**config.mk**
```make
export PLATFORM = sky130hd
export DESIGN_NAME = ssid_ip_field_extractor
export DESIGN_NICKNAME = d
export VERILOG_FILES = /design/src/rtl/sife_pkg.sv /design/src/rtl/ssid_ip_field_extractor.sv /design/src/rtl/sife_front.sv /design/src/rtl/sife_queue.sv /design/src/rtl/sife_back.sv
export VERILOG_INCLUDE_DIRS = /design/src /design/src/rtl
export SDC_FILE = /design/constraint.sdc
export NUM_CORES = 1
export LEC_CHECK = 0
export BUFFER_PORTS_ARGS = -buffer_cell sky130_fd_sc_hd__buf_2
export CAP_MARGIN = 20
export CORE_AREA = 2 2 96 98
export CTS_BUF_LIST = sky130_fd_sc_hd__clkbuf_16
export CTS_CLUSTER_DIAMETER = 60
export DETAILED_ROUTE_END_ITERATION = 10
export DIE_AREA = 0 0 98 100
export MAX_ROUTING_LAYER = met4
export PLACE_DENSITY = 0.67
export RECOVER_POWER = 100
export SLEW_MARGIN = 20
export SYNTH_ARGS = -nofsm -noshare
export SYNTH_HDL_FRONTEND = slang
export SYNTH_SLANG_ARGS = --single-unit
export TNS_END_PERCENT = 5
```
**constraint.sdc**
```tcl
create_clock -name clk -period 2.95 [get_ports clk]
set_clock_uncertainty 0.2 [all_clocks]
set_input_delay 0.295 -clock clk [delete_from_list [all_inputs] [get_ports clk]]
set_output_delay 0.295 -clock clk [all_outputs]
set_load 0.05 [all_outputs]
```
**src/rtl/ssid_ip_field_extractor_assert.svh**
```systemverilog
// Assertion macros shared by the extractor modules.
`ifndef SSID_IP_FIELD_EXTRACTOR_ASSERT_SVH
`define SSID_IP_FIELD_EXTRACTOR_ASSERT_SVH

// Same-cycle implication, checked out of reset.
`define SIFE_ASSERT_NOW(lbl, ante, cons, msg) \
    lbl: assert property (@(posedge clk) disable iff (!rst_n) (ante) |-> (cons)) \
        else $error(msg);

// Next-cycle implication, checked out of reset.
`define SIFE_ASSERT_NEXT(lbl, ante, cons, msg) \
    lbl: assert property (@(posedge clk) disable iff (!rst_n) (ante) |=> (cons)) \
        else $error(msg);

`endif

```
**src/rtl/sife_pkg.sv**
```systemverilog
// Types and constants for the name and address field extractor.
`default_nettype none

package sife_pkg;

    localparam logic [7:0] CH_NULL   = 8'h00;
    localparam logic [7:0] CH_COLON  = 8'h3A;
    localparam logic [7:0] CH_QUOTE  = 8'h22;
    localparam logic [7:0] CH_P      = 8'h50;
    localparam logic [7:0] CH_COMMA  = 8'h2C;
    localparam logic [7:0] CH_PERIOD = 8'h2E;

    localparam logic [1:0] PERIOD_MAX   = 2'd3;
    localparam logic [1:0] PERIOD_SPLIT = 2'd2;

    localparam int BYTE_W   = 8;
    localparam int POS_W    = 4;
    localparam int OUT_W    = 24;
    localparam int Q_DEPTH  = 2;
    localparam int Q_PTR_W  = 1;
    localparam int Q_CNT_W  = 2;

    typedef struct packed {
        logic [POS_W-1:0]  ip_pos;
        logic              ip_part;
        logic              ip_write;
        logic [POS_W-1:0]  ssid_pos;
        logic              ssid_write;
        logic [BYTE_W-1:0] forward_byte;
        logic              forward_valid;
    } result_t;

    // Head of the queue as seen by the back end.
    typedef struct packed {
        logic    valid;
        result_t item;
    } q_head_t;

endpackage

`default_nettype wire

```
**src/rtl/ssid_ip_field_extractor.sv**
```systemverilog
// Top level of the name and address field extractor.
//
//  channel  | dir | tdata fields (lowest bit first)
//  ---------+-----+----------------------------------------------------------------
//  s_axis   | in  | rx_byte[7:0]
//  m_axis   | out | forward_valid, forward_byte[7:0], ssid_write, ssid_pos[3:0],
//           |     | ip_write, ip_part, ip_pos[3:0], 4 zero bits
//
//  One result beat per accepted byte, null bytes included; one byte per cycle sustained
//  while m_axis_tready is high. The front end settles its fields in the accepting cycle,
//  the queue stores them, and the output register loads them from the queue head.
//  Reset clears all field state and empties the two-entry queue and output register.
//  A stalled output fills the queue; s_axis_tready drops only while the queue is full.
`default_nettype none

module ssid_ip_field_extractor
    import sife_pkg::*;
#(
    parameter int PART_CAPACITY = 16,
    parameter int NAME_LIMIT    = 10
)
(
    input  wire logic             clk,
    input  wire logic             rst_n,
    input  wire logic             s_axis_tvalid,
    output logic                  s_axis_tready,
    input  wire logic [7:0]       s_axis_tdata,   // rx_byte
    output logic                  m_axis_tvalid,
    input  wire logic             m_axis_tready,
    output logic [OUT_W-1:0]      m_axis_tdata    // forward_valid, forward_byte, ssid_write,
                                                  // ssid_pos, ip_write, ip_part, ip_pos
);

    logic    accept;
    logic    q_full;
    logic    q_pop;
    result_t front_result;
    q_head_t q_head;

    assign s_axis_tready = !q_full;
    assign accept        = s_axis_tvalid && s_axis_tready;

    sife_front #(
        .PART_CAPACITY (PART_CAPACITY),
        .NAME_LIMIT    (NAME_LIMIT)
    ) u_front (
        .clk     (clk),
        .rst_n   (rst_n),
        .accept  (accept),
        .rx_byte (s_axis_tdata),
        .result  (front_result)
    );

    sife_queue u_queue (
        .clk       (clk),
        .rst_n     (rst_n),
        .push      (accept),
        .push_item (front_result),
        .full      (q_full),
        .pop       (q_pop),
        .head      (q_head)
    );

    sife_back u_back (
        .clk           (clk),
        .rst_n         (rst_n),
        .head          (q_head),
        .pop           (q_pop),
        .m_axis_tvalid (m_axis_tvalid),
        .m_axis_tready (m_axis_tready),
        .m_axis_tdata  (m_axis_tdata)
    );

endmodule

`default_nettype wire

```
**src/rtl/sife_front.sv**
```systemverilog
// Front end: takes each received byte, tracks the field state and builds its result.
`default_nettype none
`include "ssid_ip_field_extractor_assert.svh"

module sife_front
    import sife_pkg::*;
#(
    parameter int PART_CAPACITY = 16,
    parameter int NAME_LIMIT    = 10
)
(
    input  wire logic              clk,
    input  wire logic              rst_n,
    input  wire logic              accept,
    input  wire logic [BYTE_W-1:0] rx_byte,
    output result_t                result
);

    localparam int SC_RAW = $clog2(NAME_LIMIT + 1);
    localparam int SC_W   = (SC_RAW > POS_W) ? SC_RAW : POS_W;
    localparam int PC_RAW = $clog2(PART_CAPACITY + 1);
    localparam int PC_W   = (PC_RAW > POS_W) ? PC_RAW : POS_W;
    localparam logic [SC_W-1:0] NAME_MAX = SC_W'(NAME_LIMIT);
    localparam logic [PC_W-1:0] PART_MAX = PC_W'(PART_CAPACITY);

    logic [BYTE_W-1:0] prev_reg,         prev_next;
    logic [BYTE_W-1:0] prev_prev_reg,    prev_prev_next;
    logic              ssid_active_reg,  ssid_active_next;
    logic [SC_W-1:0]   ssid_count_reg,   ssid_count_next;
    logic              ip_active_reg,    ip_active_next;
    logic              in_first_reg,     in_first_next;
    logic              in_second_reg,    in_second_next;
    logic [1:0]        period_count_reg, period_count_next;
    logic [PC_W-1:0]   first_count_reg,  first_count_next;
    logic [PC_W-1:0]   second_count_reg, second_count_next;

    always_comb
    begin
        prev_next         = prev_reg;
        prev_prev_next    = prev_prev_reg;
        ssid_active_next  = ssid_active_reg;
        ssid_count_next   = ssid_count_reg;
        ip_active_next    = ip_active_reg;
        in_first_next     = in_first_reg;
        in_second_next    = in_second_reg;
        period_count_next = period_count_reg;
        first_count_next  = first_count_reg;
        second_count_next = second_count_reg;
        result            = '0;

        if (rx_byte != CH_NULL)
        begin
            result.forward_valid = 1'b1;
            result.forward_byte  = rx_byte;

            if (ssid_active_reg)
            begin
                result.ssid_write = 1'b1;
                result.ssid_pos   = ssid_count_reg[POS_W-1:0];
                ssid_count_next   = ssid_count_reg + 1'b1;
                if (rx_byte == CH_QUOTE || ssid_count_next >= NAME_MAX)
                begin
                    ssid_active_next = 1'b0;
                end
            end
            // Start check uses the updated count, so a closing quote after a colon restarts.
            if (ssid_count_next < NAME_MAX && prev_reg == CH_COLON && rx_byte == CH_QUOTE)
            begin
                ssid_active_next = 1'b1;
            end

            if (ip_active_reg)
            begin
                if (period_count_reg < PERIOD_MAX && rx_byte == CH_PERIOD)
                begin
                    period_count_next = period_count_reg + 1'b1;
                end
                if (in_first_reg)
                begin
                    if (first_count_reg < PART_MAX)
                    begin
                        result.ip_write  = 1'b1;
                        result.ip_part   = 1'b0;
                        result.ip_pos    = first_count_reg[POS_W-1:0];
                        first_count_next = first_count_reg + 1'b1;
                    end
                end
                else if (in_second_reg)
                begin
                    if (second_count_reg < PART_MAX)
                    begin
                        result.ip_write   = 1'b1;
                        result.ip_part    = 1'b1;
                        result.ip_pos     = second_count_reg[POS_W-1:0];
                        second_count_next = second_count_reg + 1'b1;
                    end
                end
                if (period_count_next == PERIOD_SPLIT)
                begin
                    in_first_next  = 1'b0;
                    in_second_next = 1'b1;
                end
                if (rx_byte == CH_QUOTE)
                begin
                    ip_active_next = 1'b0;
                end
            end
            if (first_count_next == '0 && prev_prev_reg == CH_P && prev_reg == CH_COMMA
                && rx_byte == CH_QUOTE)
            begin
                in_first_next  = 1'b1;
                ip_active_next = 1'b1;
            end

            prev_prev_next = prev_reg;
            prev_next      = rx_byte;
        end
    end

    always_ff @(posedge clk or negedge rst_n)
    begin
        if (!rst_n)
        begin
            prev_reg         <= '0;
            prev_prev_reg    <= '0;
            ssid_active_reg  <= 1'b0;
            ssid_count_reg   <= '0;
            ip_active_reg    <= 1'b0;
            in_first_reg     <= 1'b0;
            in_second_reg    <= 1'b0;
            period_count_reg <= '0;
            first_count_reg  <= '0;
            second_count_reg <= '0;
        end
        else if (accept)
        begin
            prev_reg         <= prev_next;
            prev_prev_reg    <= prev_prev_next;
            ssid_active_reg  <= ssid_active_next;
            ssid_count_reg   <= ssid_count_next;
            ip_active_reg    <= ip_active_next;
            in_first_reg     <= in_first_next;
            in_second_reg    <= in_second_next;
            period_count_reg <= period_count_next;
            first_count_reg  <= first_count_next;
            second_count_reg <= second_count_next;
        end
    end

    `SIFE_ASSERT_NOW(a_name_count_bound, 1'b1, ssid_count_reg <= NAME_MAX,
        "name count beyond limit")
    `SIFE_ASSERT_NOW(a_part_count_bound, 1'b1,
        first_count_reg <= PART_MAX && second_count_reg <= PART_MAX,
        "address part count beyond capacity")
    `SIFE_ASSERT_NOW(a_name_needs_room, accept && result.ssid_write,
        ssid_count_reg < NAME_MAX, "name character written with no room left")

endmodule

`default_nettype wire

```
**src/rtl/sife_queue.sv**
```systemverilog
// Short result queue between the front and back ends.
`default_nettype none
`include "ssid_ip_field_extractor_assert.svh"

module sife_queue
    import sife_pkg::*;
(
    input  wire logic    clk,
    input  wire logic    rst_n,
    input  wire logic    push,
    input  wire result_t push_item,
    output logic         full,
    input  wire logic    pop,
    output q_head_t      head
);

    result_t              entry_reg [Q_DEPTH];
    logic [Q_PTR_W-1:0]   wr_ptr_reg, wr_ptr_next;
    logic [Q_PTR_W-1:0]   rd_ptr_reg, rd_ptr_next;
    logic [Q_CNT_W-1:0]   count_reg,  count_next;

    assign full       = (count_reg == Q_CNT_W'(Q_DEPTH));
    assign head.valid = (count_reg != '0);
    assign head.item  = entry_reg[rd_ptr_reg];

    always_comb
    begin
        wr_ptr_next = wr_ptr_reg;
        rd_ptr_next = rd_ptr_reg;
        count_next  = count_reg;
        if (push)
        begin
            wr_ptr_next = wr_ptr_reg + 1'b1;
        end
        if (pop)
        begin
            rd_ptr_next = rd_ptr_reg + 1'b1;
        end
        if (push && !pop)
        begin
            count_next = count_reg + 1'b1;
        end
        else if (pop && !push)
        begin
            count_next = count_reg - 1'b1;
        end
    end

    always_ff @(posedge clk or negedge rst_n)
    begin
        if (!rst_n)
        begin
            wr_ptr_reg <= '0;
            rd_ptr_reg <= '0;
            count_reg  <= '0;
        end
        else
        begin
            wr_ptr_reg <= wr_ptr_next;
            rd_ptr_reg <= rd_ptr_next;
            count_reg  <= count_next;
        end
    end

    always_ff @(posedge clk)
    begin
        if (push)
        begin
            entry_reg[wr_ptr_reg] <= push_item;
        end
    end

    `SIFE_ASSERT_NOW(a_no_overflow, push, !full, "push into a full queue")
    `SIFE_ASSERT_NOW(a_no_underflow, pop, head.valid, "pop from an empty queue")
    `SIFE_ASSERT_NEXT(a_push_lands, push && !pop, count_reg != '0,
        "queue empty right after a push")

endmodule

`default_nettype wire

```
**src/rtl/sife_back.sv**
```systemverilog
// Back end: output register that drives the result stream.
`default_nettype none

module sife_back
    import sife_pkg::*;
(
    input  wire logic        clk,
    input  wire logic        rst_n,
    input  wire q_head_t     head,
    output logic             pop,
    output logic             m_axis_tvalid,
    input  wire logic        m_axis_tready,
    output logic [OUT_W-1:0] m_axis_tdata
);

    logic             out_valid_reg, out_valid_next;
    logic [OUT_W-1:0] out_data_reg;

    // Load from a valid queue head whenever the register is empty or its beat leaves this cycle.
    assign pop = head.valid && (!out_valid_reg || m_axis_tready);

    always_comb
    begin
        out_valid_next = out_valid_reg;
        if (pop)
        begin
            out_valid_next = 1'b1;
        end
        else if (m_axis_tready)
        begin
            out_valid_next = 1'b0;
        end
    end

    always_ff @(posedge clk or negedge rst_n)
    begin
        if (!rst_n)
        begin
            out_valid_reg <= 1'b0;
        end
        else
        begin
            out_valid_reg <= out_valid_next;
        end
    end

    always_ff @(posedge clk)
    begin
        if (pop)
        begin
            out_data_reg <= OUT_W'(head.item);
        end
    end

    assign m_axis_tvalid = out_valid_reg;
    assign m_axis_tdata  = out_data_reg;

endmodule

`default_nettype wire

```
==> metrics.csv, run 1 <==
stage;metric;value;unit
routing;dr_total_vias;2357;
power;switching_share;0.3451;
logic_synthesis;ys_types;52;
global_routing;grt_pass1_wl;12.34;mm
floorplanning;die_area;9800;um2
clocking;clkLatencyLatePin;0.34;ns
global_routing;antenna_found_initial;0;
placement;port_buffers;33;
hold_path;hold_class;input port to register;
logic_synthesis;synth-seq-cells;101;
sta;hold_viol_final;0;
power;p_int;2.999;mW
floorplanning;die_h;100;um
routing;route.detailed.drc;0;
setup_path;crit_required;2.85;ns
power;pwr-share-seq;0.477;
placement;hpwl;4.905;mm
clocking;cts_htree_levels;3;
clocking;cts_tree;built;
setup_path;cp-end-kind;register;
logic_synthesis;synth-edff-count;60;
clocking;clockRootBuffer;clkbuf_16;
logic_synthesis;synth_top_family_by_area;multiplexers;
logic_synthesis;synth_top_area_share;0.4209;
floorplanning;die_w;98;um
power;vdd_ir_drop_max;0.0003051;V
logic_synthesis;syn_avg_cell_area;14.91;um2
sta;final.period_utilization;0.8692;
setup_path;cp_max_fo;8;
power;p_clk_frac;0.260;
routing;wl;7.426;mm
logic_synthesis;netlist_top_cells_area;edfxtp_1, dfrtp_1, mux2_2;
setup_path;cp-start-kind;input port;
setup_path;criticalPathCategory;input port to register;
logic_synthesis;synthArstFlopShare;0.4059;
routing;drt_first_iter_violations;135;
clocking;numCtsBuffers;9;
routing;via_per_inst;5.369;
global_routing;grt_pass1_vias;2315;
final_layout;final_area;4791;um2
final_layout;layout.nets;342;
power;p_comb_frac;0.263;
sta;tns;0;ns
sta;fmax;390.0;MHz
logic_synthesis;yosys_warnings;0;
final_layout;drive_gt1_frac;0.1585;
global_routing;grt_max_degree;42;
placement;post_dp_cell_area;4531;um2
final_layout;final_common_cell;edfxtp_1;
final_layout;diodes;0;
logic_synthesis;synth-adder-area-share;0.02046;
sta;worstMarginPinSlew;1.214;ns
routing;dr.pass1.iters;4;
final_layout;final_cell_mix;edfxtp_1, dfrtp_1, clkbuf_1, mux2_2, mux2_1;
sta;slew_violations;0;
placement;dpl.cell_count;419;
logic_synthesis;synthFlopType;edfxtp_1;
logic_synthesis;netlist_area;4280;um2
logic_synthesis;synth.largest_area_cell;edfxtp_1;
clocking;path_clk_slew;0.07;ns
placement;gp_congestion;0.7737;
global_routing;track_usage;0.1708;
logic_synthesis;yosys.area_share.simple;0.09091;
clocking;cts.sinks;101;
logic_synthesis;seq_area_frac_synth;0.6606;
floorplanning;ios;38;
clocking;clockBufferDepth;2;
logic_synthesis;synth_compound_area_frac;0.04911;
sta;layout_min_cycle_time;2.564;ns
job;maxCapViolations;0;
setup_path;crit_arrival;2.46;ns
floorplanning;start_util;0.4815;
power;powerDensity;956.0;nW/um2
final_layout;instances_no_fill;439;
global_routing;grt-ovfl-total;0;
logic_synthesis;synth_cells;287;
floorplanning;row_count;35;
power;power.leakage;1.854;nW
power;p_switching;1.581;mW
final_layout;largest_register_ffs;40;
routing;drtAntennaViolNets;0;
routing;avgRoutedWirePerCell;16.92;um
floorplanning;coreArea;8890;um2
sta;rsz0062_at_grt;no;
sta;maxSlewHeadroom;0.1909;
final_layout;area_growth;11.93;%
logic_synthesis;synthMuxAreaShare;0.1122;
outcome;outcome;complete, no violations;
logic_synthesis;synth_xor_area_frac;0.03479;
clocking;post_cts_resize_count;0;
sta;setup_viol_count_final;0;
## layer usage
metal | up-vias | part of all wire | GRT usage
met4 | 0 | 0.0086 | 0.06410
li1 | 1121 | - | -
met3 | 4 | 0.033 | 0.03969
met5 | - | 0 | -
met1 | 1180 | 0.49 | 0.2313
met2 | 52 | 0.46 | 0.2545
## critical path: stages
cell	delay, ns
dlygate4sd3_1	0.54
clkbuf_1	0.15
or4_1	0.64
nor2_1	0.46
inv_2	0.14
and3_1	0.23
## cell families after synthesis
kind of cell / Yosys count
other: 1
XOR/XNOR: 17
AO/OA/AOI/OAI: 24
flip-flops: 101
AND/OR/NAND/NOR: 65
buffers and inverters: 29
adder cells (fa/ha/maj): 7
multiplexers: 43
## layout make-up
class | instances | area, um2
Timing Repair Buffer | 41 | 186.4
Clock buffer | 9 | 225.2
Sequential cell | 101 | 2828
Inverter | 10 | 37.54
Multi-Input combinational cell | 160 | 1295
Tap cell | 111 | 138.9
Fill cell | 762 | 4099
Clock inverter | 7 | 80.08
## cells in the mapped netlist (2+ instances only)
master / count
a22oi_1: 4
and2_1: 3
and3_1: 7
buf_4: 6
clkbuf_1: 12
dfrtp_1: 41
edfxtp_1: 60
ha_1: 7
inv_1: 8
inv_2: 2
mux2_1: 14
mux2_2: 26
mux2i_1: 3
nand2_1: 12
nand3_1: 7
nor2_1: 13
nor2b_1: 2
nor3_1: 2
nor4_1: 2
nor4bb_1: 2
o2111ai_2: 2
o21ai_0: 3
o31ai_1: 2
or4_4: 4
xnor2_1: 13
xor2_1: 4
## power groups by stage
stage               sequential, mW  combinational (mW)  clock, mW
detailed placement            2.21                1.28          0
global route                  2.23                1.29       1.29
finish                        2.18                1.20       1.19
global placement              2.19                1.26          0
CTS                           2.18                1.29       1.23
floorplan                     2.56               0.600          0
## final timing paths
kind / start / to / slack [ns] / cells past startpoint
max in group asynchronous: rst_n / u_front.in_second_reg$_DFFE_PN0P_ / 1.43 / 2
hold / removal: m_axis_tready / u_back.m_axis_tvalid$_DFFE_PN0P_ / 0.04 / 3
min in group asynchronous: rst_n / u_front.first_count_reg[1]$_DFFE_PN0P_ / 0.48 / 2
setup / recovery: s_axis_tdata[4] / u_queue.entry_reg[0][13]$_DFFE_PP_ / 0.39 / 6
setup reg to reg: u_queue.count_reg[1]$_DFFE_PN0P_ / u_queue.entry_reg[0][6]$_DFFE_PP_ / 0.46 / 5
hold reg to reg: u_front.in_second_reg$_DFFE_PN0P_ / u_front.in_second_reg$_DFFE_PN0P_ / 0.27 / 1
## through the flow
stage                     hold WS, ns  power (mW)  worst slack (ns)  utilization
final                         0.03873       4.580            0.3859       0.5389
after global routing          0.04042       4.810            0.2529       0.5389
after CTS                     0.02768       4.695            0.5236       0.5485
after detailed placement       0.2601       3.483            0.7333       0.5096
after global placement         0.2591       3.453            0.7902       0.5096
after floorplan               -0.2006       3.162            0.3131            -
## what timing repair did
| item | in CTS | in global routing |
|---|---|---|
| hold buffers | 4 | 0 |
| endpoints found under the hold margin | 47 | 0 |
| setup buffers | 0 | 0 |
No activity file was read; power rests on OpenSTA's default activity.
==> inputs of run 2 (changes only) <==
PLACE_DENSITY = not set   (was 0.67)
PLACE_DENSITY_LB_ADDON = 0.15   (was not set)
==> metrics.csv, run 2 (synthesis gave the netlist of run 1 again) <==
stage;metric;value;unit
global_routing;grt_max_degree;42;
placement;dpl.cell_count;419;
setup_path;crit_required;2.83;ns
floorplanning;row_count;35;
clocking;cts.sinks;101;
floorplanning;die_h;100;um
final_layout;instances_no_fill;439;
floorplanning;die_area;9800;um2
routing;via_per_inst;5.294;
setup_path;cp-start-kind;input port;
final_layout;layout.nets;342;
floorplanning;ios;38;
setup_path;r2r_cells;5;
global_routing;track_usage;0.1610;
outcome;outcome;complete, no violations;
power;powerDensity;939.9;nW/um2
global_routing;antenna_found_initial;0;
setup_path;criticalPathCategory;input port to register;
hold_path;hold_class;input port to register;
clocking;clockBufferDepth;2;
floorplanning;coreArea;8890;um2
placement;port_buffers;33;
global_routing;grt_pass1_vias;2325;
routing;dr.pass1.iters;4;
sta;rsz0062_at_grt;no;
final_layout;drive_gt1_frac;0.1707;
setup_path;crit_arrival;2.48;ns
sta;tns;0;ns
setup_path;crit_path_top_delay_cell;or4_1;
sta;worstMarginPinSlew;1.042;ns
clocking;path_clk_slew;0.07;ns
routing;dr_total_vias;2324;
routing;drtAntennaViolNets;0;
routing;avgRoutedWirePerCell;16.30;um
placement;gp_congestion;0.8169;
placement;hpwl;4.794;mm
floorplanning;start_util;0.4815;
clocking;numCtsBuffers;9;
sta;maxSlewHeadroom;0.3052;
setup_path;timing.rr.end;u_queue.entry_reg[0][12]$_DFFE_PP_;
clocking;cts_tree;built;
clocking;cts_htree_levels;3;
setup_path;cp_max_fo;8;
sta;final.period_utilization;0.8808;
setup_path;cp-end-kind;register;
clocking;clkLatencyLatePin;0.34;ns
global_routing;grt_pass1_wl;11.80;mm
setup_path;worst-path-buf-inv;3;
clocking;cts_setup_buffers;0;
power;vdd_ir_drop_max;0.0003894;V
routing;route.detailed.drc;0;
setup_path;cpPeakStageDelay;0.65;ns
final_layout;area_growth;12.01;%
hold_path;hold_start;m_axis_tready;
final_layout;final_cell_mix;edfxtp_1, dfrtp_1, clkbuf_1, mux2_2;
routing;drt_first_iter_violations;73;
sta;slew_violations;0;
sta;hold_viol_final;0;
hold_path;hold_end;u_back.m_axis_tvalid$_DFFE_PN0P_;
setup_path;worstPathCellList;dlygate4sd3_1 > clkbuf_1 > or4_1 > nor2_1 > inv_2 > and3_1;
sta;layout_min_cycle_time;2.598;ns
setup_path;r2r_slack;0.62;ns
job;maxCapViolations;0;
global_routing;grt-ovfl-total;0;
sta;fmax;384.9;MHz
setup_path;crit_path_start;s_axis_tdata[4];
setup_path;reg2reg_from;u_queue.count_reg[1]$_DFFE_PN0P_;
clocking;hold_buffers;4;
clocking;post_cts_resize_count;0;
sta;setup_viol_count_final;0;
setup_path;crit_family;simple AND/OR/NAND/NOR gates;
power;power.leakage;1.860;nW
routing;wl;7.154;mm
final_layout;diodes;0;
clocking;clockRootBuffer;clkbuf_16;
final_layout;final_common_cell;edfxtp_1;
floorplanning;die_w;98;um
final_layout;largest_register_ffs;40;
hold_path;whs_path_depth;3;
## run 2: cell types whose count changed in the layout (fill, tap and decap cells not counted), sizes merged
cell,before,now
buf,3,4
bufinv,1,0
clkbuf,43,42
clkinv,2,6
clkinvlp,1,0
inv,13,11
## run 2: worst max path at each step
stage / end / depth (start not counted)
global route: u_queue.entry_reg[1][11]$_DFFE_PP_ / 6
floorplan: u_queue.entry_reg[0][0]$_DFFE_PP_ / 4
global placement: u_front.period_count_reg[1]$_DFFE_PN0P_ / 5
detailed placement: u_queue.entry_reg[0][16]$_DFFE_PP_ / 5
finish: u_queue.entry_reg[1][12]$_DFFE_PP_ / 6
CTS: u_front.period_count_reg[1]$_DFFE_PN0P_ / 6
## run 2: power by group
part           leakage [nW]  total [mW]  internal [mW]  switching (mW)
clock network         0.143        1.11          0.583           0.524
registers              1.08        2.13           1.97           0.161
logic                 0.640        1.27          0.374           0.892
## run 2: final cells by class
type                    instances  area, um2
inverters                      10      37.54
clock inverters                 7      61.31
multi-input cells             160       1300
clock buffers                   9      225.2
fillers                       785       4095
repair buffers                 41      203.9
flip-flops and latches        101       2828
well taps                     111      138.9
## run 2: worst register-to-register path: cells and delay by family (launching register included)
family        cells  cell delay, ns
flops             1            0.41
buf+inv           2            0.60
simple gates      3            0.78
## run 2: metal layers
layer,track usage,share of wire,wire (um),vias up
met5,-,0,0,-
met4,0.07051,0.016,115,0
met3,0.02925,0.037,265,10
met2,0.2524,0.48,3454,47
met1,0.2080,0.46,3318,1140
li1,-,-,-,1127
## run 2: through the flow
step           setup slack [ns]  instance area [um2]    util  hold slack [ns]  total power, mW
3_3_place_gp             0.7928                 4551  0.5119           0.2436            3.473
5_1_grt                  0.2841                 4795  0.5393           0.1119            4.724
2_1_floorplan            0.3131                 4292       -          -0.2006            3.162
6_report                 0.3517                 4795  0.5393          0.07738            4.507
3_5_place_dp             0.7166                 4551  0.5119           0.2510            3.495
4_1_cts                  0.5491                 4877  0.5486          0.02235            4.621
